### src/hw/rtl/bfp_pkg.sv
// ----------------------------------------------------------------------------
// bfp_pkg
// Shared constants, types and helpers for the bit field packer and unpacker.
// ----------------------------------------------------------------------------
package bfp_pkg;

    localparam int STORE_BYTES    = 1024;
    localparam int MAX_FIELD_BITS = 32;
    localparam int WORD_BITS      = 32;
    localparam int BYTE_BITS      = 8;
    localparam int WORD_BYTES     = WORD_BITS / BYTE_BITS;
    localparam int STORE_WORDS    = STORE_BYTES / WORD_BYTES;
    localparam int ADDR_W         = $clog2(STORE_WORDS);
    localparam int OFS_W          = $clog2(WORD_BITS);
    localparam int BYTE_OFS_W     = $clog2(BYTE_BITS);
    localparam int CAP_BITS       = STORE_BYTES * BYTE_BITS;
    localparam int PTR_W          = $clog2(CAP_BITS + 1);

    localparam int MODE_W    = 3;
    localparam int VALUE_W   = 32;
    localparam int COUNT_W   = 6;
    localparam int STATUS_W  = 2;
    localparam int OUT_PTR_W = 14;

    localparam logic [MODE_W-1:0] MODE_PUSH    = 3'd0;
    localparam logic [MODE_W-1:0] MODE_POP     = 3'd1;
    localparam logic [MODE_W-1:0] MODE_ALIGN_W = 3'd2;
    localparam logic [MODE_W-1:0] MODE_ALIGN_R = 3'd3;
    localparam logic [MODE_W-1:0] MODE_CLEAR   = 3'd4;

    localparam logic [STATUS_W-1:0] STATUS_OK       = 2'd0;
    localparam logic [STATUS_W-1:0] STATUS_OVERFLOW = 2'd1;
    localparam logic [STATUS_W-1:0] STATUS_PAST_END = 2'd2;

    typedef enum logic [2:0] {
        ST_IDLE,
        ST_FETCH,
        ST_MERGE,
        ST_HIGH,
        ST_RESULT
    } state_t;

    typedef struct packed {
        logic [OFS_W-1:0]   offset;
        logic [COUNT_W-1:0] count;
    } field_ctl_t;

    function automatic logic [WORD_BITS-1:0] field_mask(input logic [COUNT_W-1:0] count);
        logic [WORD_BITS:0] t;
        t = ({{WORD_BITS{1'b0}}, 1'b1} << count) - {{WORD_BITS{1'b0}}, 1'b1};
        return t[WORD_BITS-1:0];
    endfunction

endpackage

### src/hw/rtl/bfp_field.sv
// ----------------------------------------------------------------------------
// bfp_field
// Field shifter: merges a pushed field into store words, extracts a popped one.
// ----------------------------------------------------------------------------
module bfp_field (
    input  bfp_pkg::field_ctl_t                ctl,
    input  logic [bfp_pkg::VALUE_W-1:0]        value,
    input  logic [bfp_pkg::WORD_BITS-1:0]      lo_word,
    input  logic [bfp_pkg::WORD_BITS-1:0]      hi_word,
    output logic [bfp_pkg::WORD_BITS-1:0]      wr_lo,
    output logic [bfp_pkg::WORD_BITS-1:0]      wr_hi,
    output logic [bfp_pkg::VALUE_W-1:0]        pop_value
);

    logic [bfp_pkg::WORD_BITS-1:0]   mask;
    logic [bfp_pkg::WORD_BITS-1:0]   keep;
    logic [2*bfp_pkg::WORD_BITS-1:0] placed;
    logic [2*bfp_pkg::WORD_BITS-1:0] pulled;

    always_comb begin
        mask   = bfp_pkg::field_mask(ctl.count);
        // bits below the offset hold earlier fields, bits above are free
        keep   = bfp_pkg::field_mask(bfp_pkg::COUNT_W'(ctl.offset));
        placed = {{bfp_pkg::WORD_BITS{1'b0}}, value & mask} << ctl.offset;
        pulled = {hi_word, lo_word} >> ctl.offset;
        wr_lo     = (lo_word & keep) | placed[bfp_pkg::WORD_BITS-1:0];
        wr_hi     = placed[2*bfp_pkg::WORD_BITS-1:bfp_pkg::WORD_BITS];
        pop_value = pulled[bfp_pkg::VALUE_W-1:0] & mask;
    end

endmodule

### config.mk
export PLATFORM = sky130hd
export DESIGN_NAME = bfp_field
export DESIGN_NICKNAME = d
export VERILOG_FILES = /design/src/hw/rtl/bfp_pkg.sv /design/src/hw/rtl/bfp_field.sv
export SDC_FILE = /design/constraint.sdc
export NUM_CORES = 1
export LEC_CHECK = 0
export BUFFER_PORTS_ARGS = -buffer_cell sky130_fd_sc_hd__buf_2
export CORE_MARGIN = 5
export CORE_UTILIZATION = 55
export DETAILED_ROUTE_END_ITERATION = 8
export PLACE_DENSITY = 0.88
export SETUP_SLACK_MARGIN = 0.1
export SLEW_MARGIN = 10
export SYNTH_ARGS = -nofsm -noshare
export SYNTH_HDL_FRONTEND = slang
export SYNTH_SLANG_ARGS = --single-unit
### constraint.sdc
create_clock -name vclk -period 13.53
set_clock_uncertainty 0.15 [all_clocks]
set_input_delay 2.0295 -clock vclk [all_inputs]
set_output_delay 2.0295 -clock vclk [all_outputs]
set_load 0.05 [all_outputs]
Yosys cells after proc, flatten, opt, wreduce, memory -nomap -nowiden
Index checks and enable logic that the tools add are counted.

Add/subtract/negate cells: 2. Shift-type cells: 4. Bitwise gates (word level): 4.

Operator list (count): 32-bit AND (3); 32-bit by 5-bit << shifter with 64-bit output (1); 64-bit by 5-bit >> shifter with 32-bit output (1); 32-bit by 1-bit subtractor with 32-bit output (second input constant) (2); 32-bit OR (1); 1-bit by 5-bit << shifter with 32-bit output (first input constant) (1); 1-bit by 6-bit << shifter with 32-bit output (first input constant) (1).

Flip-flop bits (word level): 0. Input port bits: 107. Output and inout bits: 96. Word-level logic and storage cells: 10.

Longest topological paths before layout
Word-level depth: 5. Depth in mapped cells: 17. Gate-level depth less buffers: 11.

Least setup slack after synthesis
OpenSTA, ideal clock, no wires.

Path type: input -> output. From: input ctl[5] (netlist name). To: output pop_value[2] (netlist name). Arrival: 6.160 ns. Required time: 11.350 ns. Setup slack: 5.190 ns. Stages on the path: 11. Path buffers: 6. Cell sequence: buf_2 buf_2 buf_4 nor3_1 nand3_1 ha_1 buf_2 buf_2 clkbuf_1 a21oi_1 a2111oi_0.

Word-level cells in the longest chain between the ends: 3.

Ends and longest elaborated chain: start: declaration (line bfp_field.sv:6) `input bfp_pkg::field_ctl_t ctl,`; 1-bit by 6-bit << shifter with 32-bit output (line bfp_pkg.sv:50) `t = ({{WORD_BITS{1'b0}}, 1'b1} << count) - {{WORD_BITS{1'b0}}, 1'b1};`; 32-bit by 1-bit subtractor with 32-bit output (line bfp_pkg.sv:50); 32-bit AND (line bfp_field.sv:28) `pop_value = pulled[bfp_pkg::VALUE_W-1:0] & mask;`; end: declaration (line bfp_field.sv:12) `output logic [bfp_pkg::VALUE_W-1:0] pop_value`.

No other way between the ends.

Worst setup path after layout
From: input ctl[2] (netlist name). To: output wr_lo[31] (netlist name).

Word-level cells in the longest chain between the ends: 5.

Ends and longest elaborated chain: 1-bit by 6-bit << shifter with 32-bit output (line bfp_pkg.sv:50); 32-bit by 1-bit subtractor with 32-bit output (line bfp_pkg.sv:50); 32-bit AND (line bfp_field.sv:24) `placed = {{bfp_pkg::WORD_BITS{1'b0}}, value & mask} << ctl.offset;`; 32-bit by 5-bit << shifter with 64-bit output (line bfp_field.sv:24); 32-bit OR (line bfp_field.sv:26) `wr_lo = (lo_word & keep) | placed[bfp_pkg::WORD_BITS-1:0];`; end: declaration (line bfp_field.sv:10) `output logic [bfp_pkg::WORD_BITS-1:0] wr_lo,`.

No other way between the ends.

==> summary.md <==
| Metric | Value |
|---|---|
| Vias/cell | `7.19` |
| Netlist cell types | `84` |
| Largest net degree at the start of global routing | `78` |
| Max IR drop VDD | `between 0.04 and 0.05 mV` |
| CP Max Fanout | `33` |
| Initial Util | `55.6%` |
| Xor and xnor area share after synthesis | `~1.2%` |
| Final setup fails | `0` |
| Die span in y | `approximately 130 um` |
| Yosys top cell by area | `mux4_2` |
| Grt ovf | `0` |
| Crit path capture type | `output pin` |
| Clkbuf count | `0` |
| Crit path required time | `~11 ns` |
| Yosys top cell area share | `between 10% and 20%` |
| Yosys Warn Count | `0` |
| Nets | `1288` |
| Final setup TNS | `0 ns` |
| Multi-input combinational cell area | `about 6800 um2` |
| Critical Path AT | `approximately 6.3 ns` |
| Post-DRT Antenna Nets | `0` |
| Most frequent cells in the layout | `199 x buf_2, 187 x nand2_1, 98 x nor2_1` |
| Mapped cell area | `roughly 7300 um2` |
| Placeable Area | `between 10000 and 15000 um2` |
| CP startpoint kind | `input port` |
| Via count | `just under 10k` |
| Seq Cell Count | `0` |
| DRC | `0` |
| Die Area | `15700 um2` |
| Pwr dens | `between 50 and 60 nW/um2` |
| Drt wl/cell | `roughly 24 um` |
| Final Max Tran Viols | `0` |
| Final hold violations | `0` |
| Most common cell after layout, fill and taps aside | `buf_2` |
| Adder-cell area share of the yosys netlist | `less than 1%` |
| Syn Nets | `roughly 1.2k` |
| Cts repair resizes | `0` |
| Max Cap Violations | `0` |
| Port bufs | `between 200 and 250` |
| Setup crit start | `ctl[2]` |
| Static leakage | `3.44 nW` |
| Complex-gate fraction of the synthesized area | `a little over a third` |
| Fin crit period | `between 8 and 9 ns` |
| Largest family of logic cells by synthesized area | `compound AO/OA/AOI/OAI gates` |
| RSZ-0062 raised after global routing | `no` |
| First-pass GRT wire length | `roughly 50000 um` |
| Final Cycle Share | `between 60 and 70%` |
| Top post-synthesis cells by area | `mux4_2 16%, nand2_1 9.6%, mux2i_1 8.1%, o21ai_0 5.5%, nor2_1 5.0%` |
| Num rows | `between 40 and 50` |
| Detail Placement HPWL | `around 25000 um` |
| Slew @ Worst Pin | `between 1 and 1.5 ns` |
| # IOs | `approximately 200` |
| FILL cells | `~1.3k` |
| Slew HR | `around 33%` |
| Max Clk Rate | `0.118 GHz` |
| Synth Area in Simple Gates | `a little over a quarter` |
| WL final | `32500 um` |
| Power, Total | `a little under 0.0005 W` |
| Inserted Diodes | `0` |
| Synth-to-layout area growth | `11.1%` |
| Syn avg cell area | `between 6 and 7 um2` |
| CP endpoint | `wr_lo[31]` |
| GRT Total Usage | `between 30 and 40%` |
| Post-Syn Instances | `about 1.1k` |
| DRT Pass-1 Iters | `6` |
| GP Congestion | `~1.1` |
| Min-Delay Path Class | `input port to output pin` |
| Initial antenna violation count | `1` |
| Setup repair bufs after CTS | `0` |
| Die X-Extent | `125 um` |
| Sequential cell area | `0 um2` |
| Outcome | `finished, final reports clean` |
| CTS Hold Bufs | `0` |
| Sequential fraction of the synthesis area | `0%` |
| Vias in the first global route | `between 8k and 9k` |
| DRT iter0 DRCs | `about 1.9k` |
| Setup CP Type | `input port to output pin` |
| Share of cells above drive strength 1 | `a little over a quarter` |
| Mux cell area share after synthesis | `around 27%` |
how the worst min path moves through the flow:
stage	from	to	slack (ns)	cells after the start
global route	lo_word[0]	wr_lo[0]	4.34	4
floorplan	value[31]	wr_hi[30]	4.21	2
finish	lo_word[0]	wr_lo[0]	4.33	4
global placement	lo_word[0]	wr_lo[0]	4.33	4
CTS	lo_word[0]	wr_lo[0]	4.33	4
detailed placement	lo_word[0]	wr_lo[0]	4.33	4
Yosys cell counts (all sizes together), types with 14 or more instances:
cell type and n:
mux2i 59, a31oi 21, nor3 20, nand3 22, o211ai 27, and2 14
nor2 98, nand2 187, buf 54, mux2 18, mux4 53, nor2b 15
nand2b 16, o21ai 86, a211oi 30, a21oi 69, clkbuf 61
kinds of logic after synthesis:
logic type	Yosys count
compound gates	383
xor+xnor	10
fa+ha+maj	2
buf+inv	129
mux	130
other cells	1
simple gates	425
worst max-delay path, stage by stage:
cell and delay, ns:
buf_2 0.28, nor4_2 0.82, nand2_1 0.17, ha_1 0.23, buf_4 0.23, inv_1 0.22
nand3_1 0.10, o21ai_1 0.38, a31o_2 0.27, mux2i_1 0.07, a222oi_1 0.81, mux4_2 0.40
buf_2 0.26
routing by layer:
layer	global-route usage (%)	vias up	part of all wire [%]
met5	0	-	0.046
met4	16.9	2	5.7
met3	7.29	128	14
met2	57.8	871	42
met1	54.5	4389	38
li1	-	4339	-
where the power goes:
group	internal [W]	switching (W)
Clock	0	0
Sequential	0	0
Combinational	0.000146	0.000339
Total	0.000146	0.000339
cell type report:
class              instances  area share [%]
well taps                176            2.71
repair buffers           212            13.5
multi-input cells        951            83.1
inverters                 14           0.647
stage by stage:
stage	instances	util [%]	hold WS [ns]	area [um2]	setup WS [ns]
after detailed placement	1353	61.8	4.33	8120	5.25
final	1353	61.8	4.33	8120	5.05
after global routing	1353	61.8	4.34	8120	4.89
after CTS	1353	61.8	4.33	8120	5.24
after floorplan	1080	-	4.21	7310	5.19
after global placement	1353	61.8	4.33	8120	5.25
Note: power is estimated with default switching activity, not from simulation.
